## src/rtl/pnmd_pkg.sv

```systemverilog
// Shared types and constants for the PNM stream decoder.
// Used by pnmd_parser, pnm_stream_decoder and pnmd_checker; depends on nothing.
`default_nettype none

package pnmd_pkg;

  localparam int unsigned DimBits = 16;
  localparam int unsigned TokBits = DimBits + 1;
  localparam int unsigned ProdBits = TokBits + 4;
  localparam logic [TokBits-1:0] TokMax = {TokBits{1'b1}};

  localparam logic [7:0] ChLf   = 8'h0a;
  localparam logic [7:0] ChCr   = 8'h0d;
  localparam logic [7:0] ChSp   = 8'h20;
  localparam logic [7:0] ChHash = 8'h23;
  localparam logic [7:0] ChZero = 8'h30;
  localparam logic [7:0] ChOne  = 8'h31;
  localparam logic [7:0] ChTwo  = 8'h32;
  localparam logic [7:0] ChThree = 8'h33;
  localparam logic [7:0] ChFour = 8'h34;
  localparam logic [7:0] ChFive = 8'h35;
  localparam logic [7:0] ChSix  = 8'h36;
  localparam logic [7:0] ChNine = 8'h39;
  localparam logic [7:0] ChUpP  = 8'h50;
  localparam logic [7:0] ChLowP = 8'h70;
  localparam logic [7:0] MaxSample = 8'hff;

  // Bit positions of the result fields inside m_axis_tdata
  localparam int unsigned ErrLsb = 89;
  localparam int unsigned DataBits = 96;

  typedef enum logic [1:0] {
    KindPixel  = 2'd0,
    KindHeader = 2'd1,
    KindError  = 2'd2
  } kind_e;

  typedef enum logic [2:0] {
    ErrNone   = 3'd0,
    ErrMagic  = 3'd1,
    ErrBitmap = 3'd2,
    ErrMaxval = 3'd3,
    ErrSize   = 3'd4,
    ErrTrunc  = 3'd5
  } err_e;

  typedef struct packed {
    kind_e               kind;
    logic [7:0]          red;
    logic [7:0]          green;
    logic [7:0]          blue;
    logic [DimBits-1:0]  x;
    logic [DimBits-1:0]  y;
    logic [DimBits-1:0]  width;
    logic [DimBits-1:0]  height;
    logic                is_color;
    err_e                err;
    logic                last;
  } res_t;

endpackage

`default_nettype wire

```

## src/rtl/pnmd_parser.sv

```systemverilog
// Per-byte PNM parse step: header tokens, samples, pixel counters and errors.
// Holds the parse state; depends on pnmd_pkg.
`default_nettype none

module pnmd_parser (
  input  wire logic          clk_i,
  input  wire logic          rst_ni,
  input  wire logic          step_i,
  input  wire logic [7:0]    byte_i,
  input  wire logic          end_i,
  output logic               res_vld_o,
  output pnmd_pkg::res_t     res_o
);

  typedef enum logic [2:0] {
    PhMagic    = 3'd0,
    PhWidth    = 3'd1,
    PhHeight   = 3'd2,
    PhMaxval   = 3'd3,
    PhSamples  = 3'd4,
    PhFinished = 3'd5
  } phase_e;

  localparam int unsigned DB = pnmd_pkg::DimBits;
  localparam int unsigned TB = pnmd_pkg::TokBits;
  localparam int unsigned PB = pnmd_pkg::ProdBits;

  phase_e            phase_q, phase_d;
  logic [TB-1:0]     tok_q, tok_d;
  logic              started_q, started_d;
  logic [7:0]        magic_q, magic_d;
  logic              cmt_q, cmt_d;
  logic              raw_q, raw_d;
  logic              color_q, color_d;
  logic [DB-1:0]     width_q, width_d;
  logic [DB-1:0]     height_q, height_d;
  logic [DB-1:0]     col_q, col_d;
  logic [DB-1:0]     row_q, row_d;
  logic [1:0]        chan_q, chan_d;
  logic [15:0]       held_q, held_d;

  logic              do_finish;
  logic              do_sample;
  logic [7:0]        smp;
  logic [PB-1:0]     prod;
  logic [TB-1:0]     fin_v;
  logic [DB:0]       col_inc;
  logic [DB:0]       row_inc;
  logic              is_last;
  logic              magic_ok;

  assign prod = ({{(PB-TB){1'b0}}, tok_q} << 3) + ({{(PB-TB){1'b0}}, tok_q} << 1)
              + {{(PB-4){1'b0}}, byte_i[3:0]};
  assign col_inc = {1'b0, col_q} + {{DB{1'b0}}, 1'b1};
  assign row_inc = {1'b0, row_q} + {{DB{1'b0}}, 1'b1};
  assign is_last = (col_inc >= {1'b0, width_q}) && (row_inc >= {1'b0, height_q});

  always_comb begin
    phase_d   = phase_q;
    tok_d     = tok_q;
    started_d = started_q;
    magic_d   = magic_q;
    cmt_d     = cmt_q;
    raw_d     = raw_q;
    color_d   = color_q;
    width_d   = width_q;
    height_d  = height_q;
    col_d     = col_q;
    row_d     = row_q;
    chan_d    = chan_q;
    held_d    = held_q;
    do_finish = 1'b0;
    do_sample = 1'b0;
    smp       = byte_i;
    fin_v     = '0;
    magic_ok  = 1'b0;
    res_vld_o = 1'b0;
    res_o     = '0;
    res_o.kind = pnmd_pkg::KindPixel;
    res_o.err  = pnmd_pkg::ErrNone;

    // Byte path
    if (phase_q != PhFinished) begin
      if (phase_q == PhSamples && raw_q) begin
        do_sample = 1'b1;
      end else if (cmt_q) begin
        if (byte_i == pnmd_pkg::ChLf) begin
          cmt_d     = 1'b0;
          do_finish = started_q;
        end
      end else if (byte_i == pnmd_pkg::ChHash) begin
        cmt_d = 1'b1;
      end else if (byte_i == pnmd_pkg::ChCr) begin
        cmt_d = cmt_q;
      end else if (byte_i == pnmd_pkg::ChSp || byte_i == pnmd_pkg::ChLf) begin
        do_finish = started_q;
      end else begin
        started_d = 1'b1;
        if (phase_q == PhMagic) begin
          if (tok_q == '0) begin
            magic_d = byte_i;
          end else if (tok_q == {{(TB-1){1'b0}}, 1'b1}) begin
            magic_d = (magic_q == pnmd_pkg::ChUpP || magic_q == pnmd_pkg::ChLowP) ?
                      byte_i : 8'h00;
          end
          if (tok_q < TB'(3)) begin
            tok_d = tok_q + {{(TB-1){1'b0}}, 1'b1};
          end
        end else if (byte_i >= pnmd_pkg::ChZero && byte_i <= pnmd_pkg::ChNine) begin
          if (phase_q == PhSamples) begin
            tok_d = prod[TB-1:0];
          end else begin
            tok_d = (prod > {{(PB-TB){1'b0}}, pnmd_pkg::TokMax}) ?
                    pnmd_pkg::TokMax : prod[TB-1:0];
          end
        end
      end
    end

    // Close an open token on the final byte
    if (end_i && phase_q != PhFinished && started_d) begin
      do_finish = 1'b1;
    end

    if (do_finish) begin
      fin_v     = tok_d;
      tok_d     = '0;
      started_d = 1'b0;
      case (phase_q)
        PhMagic: begin
          magic_ok = (magic_d == pnmd_pkg::ChTwo) || (magic_d == pnmd_pkg::ChThree) ||
                     (magic_d == pnmd_pkg::ChFive) || (magic_d == pnmd_pkg::ChSix);
          if (fin_v == TB'(2) && magic_ok) begin
            raw_d   = (magic_d == pnmd_pkg::ChFive) || (magic_d == pnmd_pkg::ChSix);
            color_d = (magic_d == pnmd_pkg::ChThree) || (magic_d == pnmd_pkg::ChSix);
            phase_d = PhWidth;
          end else if (fin_v == TB'(2) &&
                       (magic_d == pnmd_pkg::ChOne || magic_d == pnmd_pkg::ChFour)) begin
            res_vld_o  = 1'b1;
            res_o.kind = pnmd_pkg::KindError;
            res_o.err  = pnmd_pkg::ErrBitmap;
            phase_d    = PhFinished;
          end else begin
            res_vld_o  = 1'b1;
            res_o.kind = pnmd_pkg::KindError;
            res_o.err  = pnmd_pkg::ErrMagic;
            phase_d    = PhFinished;
          end
        end
        PhWidth: begin
          width_d = fin_v[TB-1] ? '0 : fin_v[DB-1:0];
          phase_d = PhHeight;
        end
        PhHeight: begin
          height_d = fin_v[TB-1] ? '0 : fin_v[DB-1:0];
          phase_d  = PhMaxval;
        end
        PhMaxval: begin
          res_vld_o = 1'b1;
          if (fin_v == '0 || fin_v > {{(TB-8){1'b0}}, pnmd_pkg::MaxSample}) begin
            res_o.kind = pnmd_pkg::KindError;
            res_o.err  = pnmd_pkg::ErrMaxval;
            phase_d    = PhFinished;
          end else if (width_q == '0 || height_q == '0) begin
            res_o.kind = pnmd_pkg::KindError;
            res_o.err  = pnmd_pkg::ErrSize;
            phase_d    = PhFinished;
          end else begin
            res_o.kind = pnmd_pkg::KindHeader;
            col_d      = '0;
            row_d      = '0;
            chan_d     = '0;
            held_d     = '0;
            phase_d    = PhSamples;
          end
        end
        PhSamples: begin
          do_sample = 1'b1;
          smp       = fin_v[7:0];
        end
        default: begin
          phase_d = phase_q;
        end
      endcase
    end

    if (do_sample) begin
      if (color_q && chan_q < 2'd2) begin
        held_d = {held_q[7:0], smp};
        chan_d = chan_q + 2'd1;
      end else begin
        res_vld_o = 1'b1;
        res_o.kind = pnmd_pkg::KindPixel;
        if (color_q) begin
          res_o.red   = held_q[15:8];
          res_o.green = held_q[7:0];
        end else begin
          res_o.red   = smp;
          res_o.green = smp;
        end
        res_o.blue = smp;
        res_o.x    = col_q;
        res_o.y    = row_q;
        res_o.last = is_last;
        chan_d     = '0;
        held_d     = '0;
        if (col_inc >= {1'b0, width_q}) begin
          col_d = '0;
          row_d = row_inc[DB-1:0];
        end else begin
          col_d = col_inc[DB-1:0];
        end
        if (is_last) begin
          phase_d = PhFinished;
        end
      end
    end

    // Truncated file replaces any other result of the final byte
    if (end_i && phase_d != PhFinished) begin
      res_vld_o = 1'b1;
      res_o     = '0;
      res_o.kind = pnmd_pkg::KindError;
      res_o.err  = pnmd_pkg::ErrTrunc;
      phase_d    = PhFinished;
    end

    res_o.width    = width_d;
    res_o.height   = height_d;
    res_o.is_color = color_d;
  end

  always_ff @(posedge clk_i or negedge rst_ni) begin
    if (!rst_ni) begin
      phase_q   <= PhMagic;
      tok_q     <= '0;
      started_q <= 1'b0;
      magic_q   <= '0;
      cmt_q     <= 1'b0;
      raw_q     <= 1'b0;
      color_q   <= 1'b0;
      width_q   <= '0;
      height_q  <= '0;
      col_q     <= '0;
      row_q     <= '0;
      chan_q    <= '0;
      held_q    <= '0;
    end else if (step_i) begin
      if (end_i) begin
        phase_q   <= PhMagic;
        tok_q     <= '0;
        started_q <= 1'b0;
        magic_q   <= '0;
        cmt_q     <= 1'b0;
        raw_q     <= 1'b0;
        color_q   <= 1'b0;
        width_q   <= '0;
        height_q  <= '0;
        col_q     <= '0;
        row_q     <= '0;
        chan_q    <= '0;
        held_q    <= '0;
      end else begin
        phase_q   <= phase_d;
        tok_q     <= tok_d;
        started_q <= started_d;
        magic_q   <= magic_d;
        cmt_q     <= cmt_d;
        raw_q     <= raw_d;
        color_q   <= color_d;
        width_q   <= width_d;
        height_q  <= height_d;
        col_q     <= col_d;
        row_q     <= row_d;
        chan_q    <= chan_d;
        held_q    <= held_d;
      end
    end
  end

endmodule

`default_nettype wire

```

## src/rtl/pnm_stream_decoder.sv

```systemverilog
// A byte beat accepted into the input register is parsed and its result beat is
// captured in the result register, which drives m_axis. Throughput: one byte per
// cycle; the combinational parse stage between the two registers sets that rate,
// and stalls only while a result waits unread.
// Reset (rst_ni low, asynchronous) returns the parser to expecting the magic token;
// a beat with tlast does the same after its own result.
// Top level of the PNM stream decoder; instantiates pnmd_parser, uses pnmd_pkg.
`default_nettype none

module pnm_stream_decoder (
  input  wire logic        clk_i,
  input  wire logic        rst_ni,
  input  wire logic        s_axis_tvalid,
  output logic             s_axis_tready,
  input  wire logic [7:0]  s_axis_tdata,   // [7:0] stream_byte
  input  wire logic        s_axis_tlast,   // stream_end
  output logic             m_axis_tvalid,
  input  wire logic        m_axis_tready,
  output logic [pnmd_pkg::DataBits-1:0] m_axis_tdata,
  // [7:0] red, [15:8] green, [23:16] blue, [39:24] pixel_x, [55:40] pixel_y,
  // [71:56] image_width, [87:72] image_height, [88] is_color, [91:89] error_code
  output logic [1:0]       m_axis_tuser,   // [1:0] result_kind
  output logic             m_axis_tlast    // last_pixel
);

  logic            in_vld_q;
  logic [7:0]      in_byte_q;
  logic            in_end_q;
  logic            out_vld_q;
  pnmd_pkg::res_t  out_res_q;
  logic            advance;
  logic            res_vld;
  pnmd_pkg::res_t  res;

  pnmd_parser u_parser (
    .clk_i     (clk_i),
    .rst_ni    (rst_ni),
    .step_i    (advance),
    .byte_i    (in_byte_q),
    .end_i     (in_end_q),
    .res_vld_o (res_vld),
    .res_o     (res)
  );

  assign advance       = in_vld_q && (!out_vld_q || m_axis_tready || !res_vld);
  assign s_axis_tready = !in_vld_q || advance;

  always_ff @(posedge clk_i or negedge rst_ni) begin
    if (!rst_ni) begin
      in_vld_q <= 1'b0;
    end else if (s_axis_tready) begin
      in_vld_q <= s_axis_tvalid;
    end
  end

  always_ff @(posedge clk_i) begin
    if (s_axis_tready && s_axis_tvalid) begin
      in_byte_q <= s_axis_tdata;
      in_end_q  <= s_axis_tlast;
    end
  end

  always_ff @(posedge clk_i or negedge rst_ni) begin
    if (!rst_ni) begin
      out_vld_q <= 1'b0;
    end else if (advance && res_vld) begin
      out_vld_q <= 1'b1;
    end else if (m_axis_tready) begin
      out_vld_q <= 1'b0;
    end
  end

  always_ff @(posedge clk_i) begin
    if (advance && res_vld) begin
      out_res_q <= res;
    end
  end

  assign m_axis_tvalid = out_vld_q;
  assign m_axis_tuser  = out_res_q.kind;
  assign m_axis_tlast  = out_res_q.last;
  assign m_axis_tdata  = {4'b0000, out_res_q.err, out_res_q.is_color,
                          out_res_q.height, out_res_q.width,
                          out_res_q.y, out_res_q.x,
                          out_res_q.blue, out_res_q.green, out_res_q.red};

endmodule

`default_nettype wire

```

## config.mk

```make
export PLATFORM = sky130hd
export DESIGN_NAME = pnm_stream_decoder
export DESIGN_NICKNAME = d
export VERILOG_FILES = /design/src/rtl/pnmd_pkg.sv /design/src/rtl/pnmd_parser.sv /design/src/rtl/pnm_stream_decoder.sv
export SDC_FILE = /design/constraint.sdc
export NUM_CORES = 1
export LEC_CHECK = 0
export ABC_AREA = 1
export ABC_CLOCK_PERIOD_IN_PS = 9200
export BUFFER_PORTS_ARGS = -buffer_cell sky130_fd_sc_hd__buf_2
export CORE_UTILIZATION = 65
export CTS_CLUSTER_DIAMETER = 150
export DETAILED_ROUTE_END_ITERATION = 8
export PLACE_DENSITY = 0.95
export SYNTH_ARGS = -nofsm -noshare
export SYNTH_HDL_FRONTEND = slang
export SYNTH_SLANG_ARGS = --single-unit
export TNS_END_PERCENT = 100
```

## constraint.sdc

```tcl
create_clock -name clk_i -period 9.2 [get_ports clk_i]
set_input_delay 0.46 -clock clk_i [delete_from_list [all_inputs] [get_ports clk_i]]
set_output_delay 0.46 -clock clk_i [all_outputs]
set_load 0.01 [all_outputs]
```

==> results of run 1 <==
==> layout by cell type (no fill, tap or decap), types with 20 or more instances in the layout <==
cell	instances
a21oi_1	58
buf_2	108
clkbuf_16	23
dfrtp_1	116
edfxtp_1	104
ha_1	70
inv_1	187
nand2_1	548
nand3_1	61
nand4_1	40
nor2_1	162
nor3_1	20
o21ai_0	63
o21ai_1	76
o21ai_2	20
xor2_1	29
==> report_power, final <==
part | switching, W | internal (W)
Sequential | 0.000162 | 0.00132
Clock | 0.000430 | 0.000619
Combinational | 0.00150 | 0.000672
Total | 0.00209 | 0.00261
==> synthesized netlist by cell type, types with 6 or more instances <==
master / n / share of area [%]
nor4_1: 11 / 0.50
inv_1: 189 / 5.1
o21ai_0: 63 / 2.3
dfrtp_1: 116 / 21
a21oi_1: 58 / 2.1
nor3_1: 22 / 0.80
o21ai_1: 76 / 2.7
buf_4: 10 / 0.54
inv_2: 11 / 0.30
dlygate4sd1_1: 6 / 0.38
nand2_1: 549 / 15
buf_2: 14 / 0.51
xor2_1: 29 / 1.8
nand2_2: 6 / 0.27
nor2_1: 162 / 4.4
o211ai_1: 19 / 1.0
o21ai_2: 20 / 1.3
ha_1: 70 / 6.3
xnor2_1: 10 / 0.63
buf_6: 9 / 0.73
a211oi_1: 7 / 0.38
nand3_1: 61 / 2.2
or2_2: 12 / 0.54
clkbuf_1: 29 / 0.79
nand4_1: 40 / 1.8
edfxtp_1: 104 / 23
==> worst min-delay path by stage <==
stage / endpoint / slack (ps) / cells past startpoint
3_5_place_dp: u_parser.chan_q[1]$_DFFE_PN0P_ / 460 / 2
5_1_grt: in_byte_q[0]$_DFFE_PP_ / 100 / 1
4_1_cts: in_byte_q[7]$_DFFE_PP_ / 100 / 1
6_report: in_byte_q[7]$_DFFE_PP_ / 110 / 1
2_1_floorplan: in_vld_q$_DFFE_PN0P_ / 160 / 0
3_3_place_gp: u_parser.held_q[9]$_DFFE_PN0P_ / 450 / 2
==> metrics by stage <==
stage / cell area, um2 / utilization [%] / power [W] / hold slack [ps] / instances
4_1_cts: 15200 / 72.7 / 0.00465 / 104 / 2127
3_5_place_dp: 14400 / 68.5 / 0.00358 / 463 / 2084
6_report: 15200 / 72.7 / 0.00470 / 106 / 2127
5_1_grt: 15200 / 72.7 / 0.00497 / 101 / 2127
2_1_floorplan: 13800 / - / 0.00303 / 164 / 1763
3_3_place_gp: 14400 / 68.5 / 0.00350 / 454 / 2084
==> state kept, by name, indices dropped and copies added, names as in the netlist, 3 cells and up <==
name / cells
u_parser.phase_q: 3
in_byte_q: 8
u_parser.height_q: 16
u_parser.width_q: 16
m_axis_tdata: 92
u_parser.held_q: 16
u_parser.col_q: 16
u_parser.magic_q: 8
u_parser.tok_q: 17
u_parser.row_q: 16
==> kinds of logic (layout without fill, tap and decap cells) <==
| group | Yosys count | count (layout) | share of synthesized area, % |
|---|---|---|---|
| and+or+nand+nor | 887 | 887 | 27.2 |
| buffers and inverters | 277 | 366 | 9.00 |
| adders and majority gates | 72 | 72 | 6.62 |
| DFF | 220 | 220 | 43.6 |
| AOI/OAI and AO/OA | 260 | 260 | 10.8 |
| other | 1 | 4 | 0.0271 |
| muxes | 4 | 4 | 0.326 |
| xor gates and xnor gates | 39 | 39 | 2.47 |
==> final cells by class <==
| class | instances | area [um2] | area share, % |
|---|---|---|---|
| well taps | 275 | 344 | 2.26 |
| inverters | 203 | 766 | 5.03 |
| clock inverters | 17 | 260 | 1.71 |
| clock buffers | 25 | 593 | 3.90 |
| repair buffers | 121 | 641 | 4.21 |
| multi-input cells | 1266 | 6600 | 43.3 |
| flip-flops and latches | 220 | 6030 | 39.6 |
==> per-layer routing <==
metal	wire, um	vias to the layer above
li1	-	5884
met1	14100	5841
met2	17700	789
met3	3880	174
met4	1790	0
met5	0	-
==> worst max-delay path: cells and delay by family, from the launching register on <==
kind	cells	cell delay [ps]
DFF	1	480
AOI/OAI and AO/OA	2	730
buffers and inverters	3	1390
and+or+nand+nor	24	2360
adders and majority gates	2	1050
==> results.tsv, run 1 <==
stage	metric	value	unit
routing	first_pass_iters	9	
clock_network	cts_tree	done	
critical_path	crit_required	9370	ps
routing	wl_per_cell	17.6	um
clock_network	numCtsBuffers	23	
critical_path	worstPathMaxFanout	52	
yosys	syn_avg_cell_area	7.86	um2
critical_path	crit_top_cell	nand2_1	
global_route	grt_use_met3	6.05	%
global_route	use_met1	44.4	%
critical_path	reg2reg_from	u_parser.tok_q[0]$_DFFE_PN0P_	
critical_path	crit_path_start_kind	register	
run_status	status	finished, violations left	
routing	drc	2	
pwr	power_leakage	7.27	nW
routing	routed_wl	37500	um
yosys	synth_edf_count	104	
clock_network	hold_buffers	1	
die	initial_core_util	66.0	%
global_route	grt_use_met2	57.3	%
die	core_area	0.0210	mm2
timing	hold_violations	0	
yosys	netlist_area	0.0138	mm2
place	globalplace.congestion	0.942	
clock_network	cts.repair.resized	0	
yosys	ys_seq_area_share	43.6	%
die	rows	53	
place	dp_hpwl	25700	um
timing	rsz0062_at_grt	no	
critical_path	crit_start	u_parser.tok_q[0]$_DFFE_PN0P_	
clock_network	cts_root_buffer	clkbuf_16	
yosys	yosys_most_used_dff	dfrtp_1	
yosys	netlist_instances	1760	
layout	drive_gt1_share	12.9	%
timing	finalClockSkew	13.8	ps
hold_path	hp-start	s_axis_tdata[7]	
timing	fmax	155	MHz
timing	slew_violations	0	
timing	tns	0	ps
clock_network	clockBufferDepth	3	
die	io_pins	114	
global_route	grt_pass1_vias	11914	
critical_path	slowest_stage	o21ai_1	
die	die_h	148	um
yosys	yosysWarnings	0	
clock_network	cts_setup_buffers	0	
yosys	ys_ff_latch	220	
critical_path	r2r_cells	31	
yosys	yosysUniqueCellTypes	59	
die	fp.dieArea	0.0219	mm2
routing	drtAntennaViolNets	0	
clock_network	clk_latency	540	ps
global_route	antenna_found_initial	0	
clock_network	path_clk_slew	70	ps
timing	post-route-min-period	6450	ps
critical_path	r2r_end	m_axis_tdata[41]$_SDFFCE_PP0P_	
timing	slew_headroom	27.0	%
place	dp_slack	2910	ps
critical_path	cp_slowest_stage_delay	660	ps
layout	syn2layout_area_growth	10.1	%
critical_path	arrival	6620	ps
routing	routed_via_density	5.97	
pwr	vdd_drop_max	0.000171	V
die	die_x	148	um
critical_path	cp-endpoint	m_axis_tdata[41]$_SDFFCE_PP0P_	
global_route	grt_overflow	0	
clock_network	cts.sinks	220	
run_status	violations	DRC	
timing	setup_viol	0	
critical_path	end_kind	register	
critical_path	rrSetupSlack	2750	ps
yosys	ys_async_sr_fraction	52.7	%
critical_path	worstSetupPathType	register to register	
routing	drtIter0Drc	1446	
timing	fin_crit_sh	70.1	%
global_route	grt_pass1_wl	59900	um
pwr	powerDensity	309	mW/mm2
layout	n_antenna_cell	0	
hold_path	min_path_type	input pin to register	
flow_run	maxCapViolCount	0	
timing	tightest_slew	1090	ps
layout	nNetsFinal	1920	
global_route	grt_use_total	34.6	%
place	port_buffers	109	
clock_network	htreeDepth	1	
layout	fillCellCount	1454	
global_route	grt_max_degree	180	
timing	setup_ws	2750	ps
global_route	busiest_layer	met2	
routing	vias	12688	
(Power assumes the default switching activity.)
==> run 2, diff against run 1 <==
Settings changed: ABC_CLOCK_PERIOD_IN_PS 9200 to 6700, CORE_UTILIZATION 65 to 61, PLACE_DENSITY 0.95 to 0.92.
Clock period 9.2 ns to 6.7 ns, I/O delays scaled along.
==> run 2 against run 1 <==
Sequential share of layout area down 0.25 points. Via count down 2.2%. The run still ends with DRC left. Final cell count up 0.89%.
==> results.tsv, run 2 (synthesized netlist as in run 1, its figures left out) <==
stage	metric	value	unit
run_status	status	finished, violations left	
run_status	violations	DRC	
critical_path	path_buf_inv	3	
timing	rsz0062_at_grt	no	
place	port_buffers	109	
layout	drive_gt1_share	12.9	%
routing	drtAntennaViolNets	0	
routing	routed_via_density	5.79	
critical_path	worstSetupPathType	register to register	
pwr	vdd_drop_max	0.000261	V
routing	vias	12415	
timing	tns	0	ps
global_route	antenna_found_initial	0	
clock_network	clk_latency	520	ps
die	fp.dieArea	0.0233	mm2
critical_path	cp_slowest_stage_delay	620	ps
die	die_x	153	um
layout	layout_common_cells	548 x nand2_1, 187 x inv_1, 162 x nor2_1, 116 x dfrtp_1, 108 x buf_2	
timing	fin_crit_sh	90.2	%
hold_path	min_path_type	input pin to register	
timing	tightest_slew	1130	ps
critical_path	slowest_stage	o21ai_1	
routing	routed_wl	35700	um
timing	finalClockSkew	20.5	ps
pwr	power_leakage	7.32	nW
routing	wl_per_cell	16.6	um
pwr	total_power	0.00641	W
timing	setup_viol	0	
layout	fillCellCount	1640	
global_route	grt_use_total	30.8	%
critical_path	arrival	6240	ps
global_route	grt_max_degree	89	
die	rows	54	
layout	n_antenna_cell	0	
timing	fmax	166	MHz
routing	first_pass_iters	9	
layout	utilization	69.6	%
die	core_area	0.0220	mm2
clock_network	htreeDepth	1	
critical_path	end_kind	register	
layout	syn2layout_area_growth	10.8	%
die	die_h	153	um
timing	slew_violations	0	
layout	nNetsFinal	1934	
routing	drc	12	
die	io_pins	114	
critical_path	crit_top_cell	nand2_1	
place	dp_hpwl	25000	um
global_route	grt_pass1_vias	11834	
global_route	grt_pass1_wl	58400	um
layout	largest_reg_flops	92	
pwr	powerDensity	418	mW/mm2
critical_path	crit_path_start_kind	register	
clock_network	cts_tree	done	
timing	post-route-min-period	6040	ps
clock_network	path_clk_slew	70	ps
timing	hold_violations	0	
critical_path	worstPathMaxFanout	52	
die	initial_core_util	62.8	%
place	globalplace.congestion	0.981	
timing	slew_headroom	24.7	%
clock_network	cts_setup_buffers	0	
clock_network	cts_root_buffer	clkbuf_16	
flow_run	maxCapViolCount	0	
clock_network	cts.sinks	220	
routing	drtIter0Drc	1201	
critical_path	crit_required	6890	ps
layout	layout_commonest_cell	nand2_1	
clock_network	numCtsBuffers	23	
clock_network	clockBufferDepth	3	
critical_path	critPathTopFamily	simple AND/OR/NAND/NOR gates	
global_route	grt_overflow	0	
## run 2: cell types whose count changed in the layout (fill, tap and decap cells not counted), moves of 2 or more
| cell | change |
|---|---|
| dlygate4sd3_1 | +8 |
| buf_4 | +5 |
| clkbuf_1 | +2 |
| clkinv_2 | +2 |
| clkinv_4 | -2 |
## run 2: path summary, 6_finish.rpt
check                                          startpoint                             end  slack [ps]  cells after the start
max in group asynchronous                          rst_ni   u_parser.row_q[9]$_DFFE_PN0P_        4900                      3
setup / recovery            u_parser.tok_q[0]$_DFFE_PN0P_  m_axis_tdata[49]$_SDFFCE_PP0P_         660                     31
min in group asynchronous                          rst_ni   u_parser.tok_q[0]$_DFFE_PN0P_         460                      2
hold / removal                               s_axis_tlast              in_end_q$_DFFE_PP_          50                      1
hold reg to reg            u_parser.held_q[8]$_DFFE_PN0P_  u_parser.held_q[8]$_DFFE_PN0P_         480                      2
setup reg to reg            u_parser.tok_q[0]$_DFFE_PN0P_  m_axis_tdata[49]$_SDFFCE_PP0P_         660                     31
## run 2: what timing repair did
action,in CTS,in global routing
hold buffers,9,0
endpoints found under the hold margin,61,0
setup endpoints to repair,0,52
resized for setup,0,1
## run 2: report_power, final
group / internal [W] / switching, W
registers: 0.00180 / 0.000227
logic: 0.000948 / 0.00205
clock network: 0.000827 / 0.000552
total: 0.00358 / 0.00283
## run 2: final cells by class
class | instances | area, um2 | share of cell area [%]
Tap cell | 280 | 350 | 2.29
Clock buffer | 26 | 587 | 3.83
Timing Repair Buffer | 135 | 778 | 5.08
Clock inverter | 16 | 218 | 1.42
Sequential cell | 220 | 6030 | 39.3
Multi-Input combinational cell | 1266 | 6600 | 43.0
Inverter | 203 | 767 | 5.01
## run 2: worst register-to-register path, delay by kind of cell (launching register included)
| kind | cells | cell delay (ps) |
|---|---|---|
| AO/OA/AOI/OAI | 2 | 700 |
| AND/OR/NAND/NOR | 24 | 2380 |
| flip-flops | 1 | 480 |
| adder cells (fa/ha/maj) | 2 | 1060 |
| buffers and inverters | 3 | 1050 |
## run 2: routing by layer
| metal | track usage (%) | vias up | share of wire, % | wire length [um] |
|---|---|---|---|---|
| met4 | 13.0 | 0 | 4.0 | 1410 |
| met2 | 51.0 | 673 | 46 | 16500 |
| met1 | 40.6 | 5685 | 41 | 14500 |
| met5 | 0 | - | 0 | 0 |
| met3 | 4.49 | 131 | 9.3 | 3300 |
| li1 | - | 5926 | - | - |
## run 2: per-stage QoR
stage	cells	instance area (um2)	hold slack [ps]	setup WS, ps
floorplan	1763	13800	39.4	706
global placement	2095	14400	432	799
detailed placement	2095	14400	434	544
CTS	2146	15300	29.1	477
global route	2146	15300	34.5	150
finish	2146	15300	48.9	659
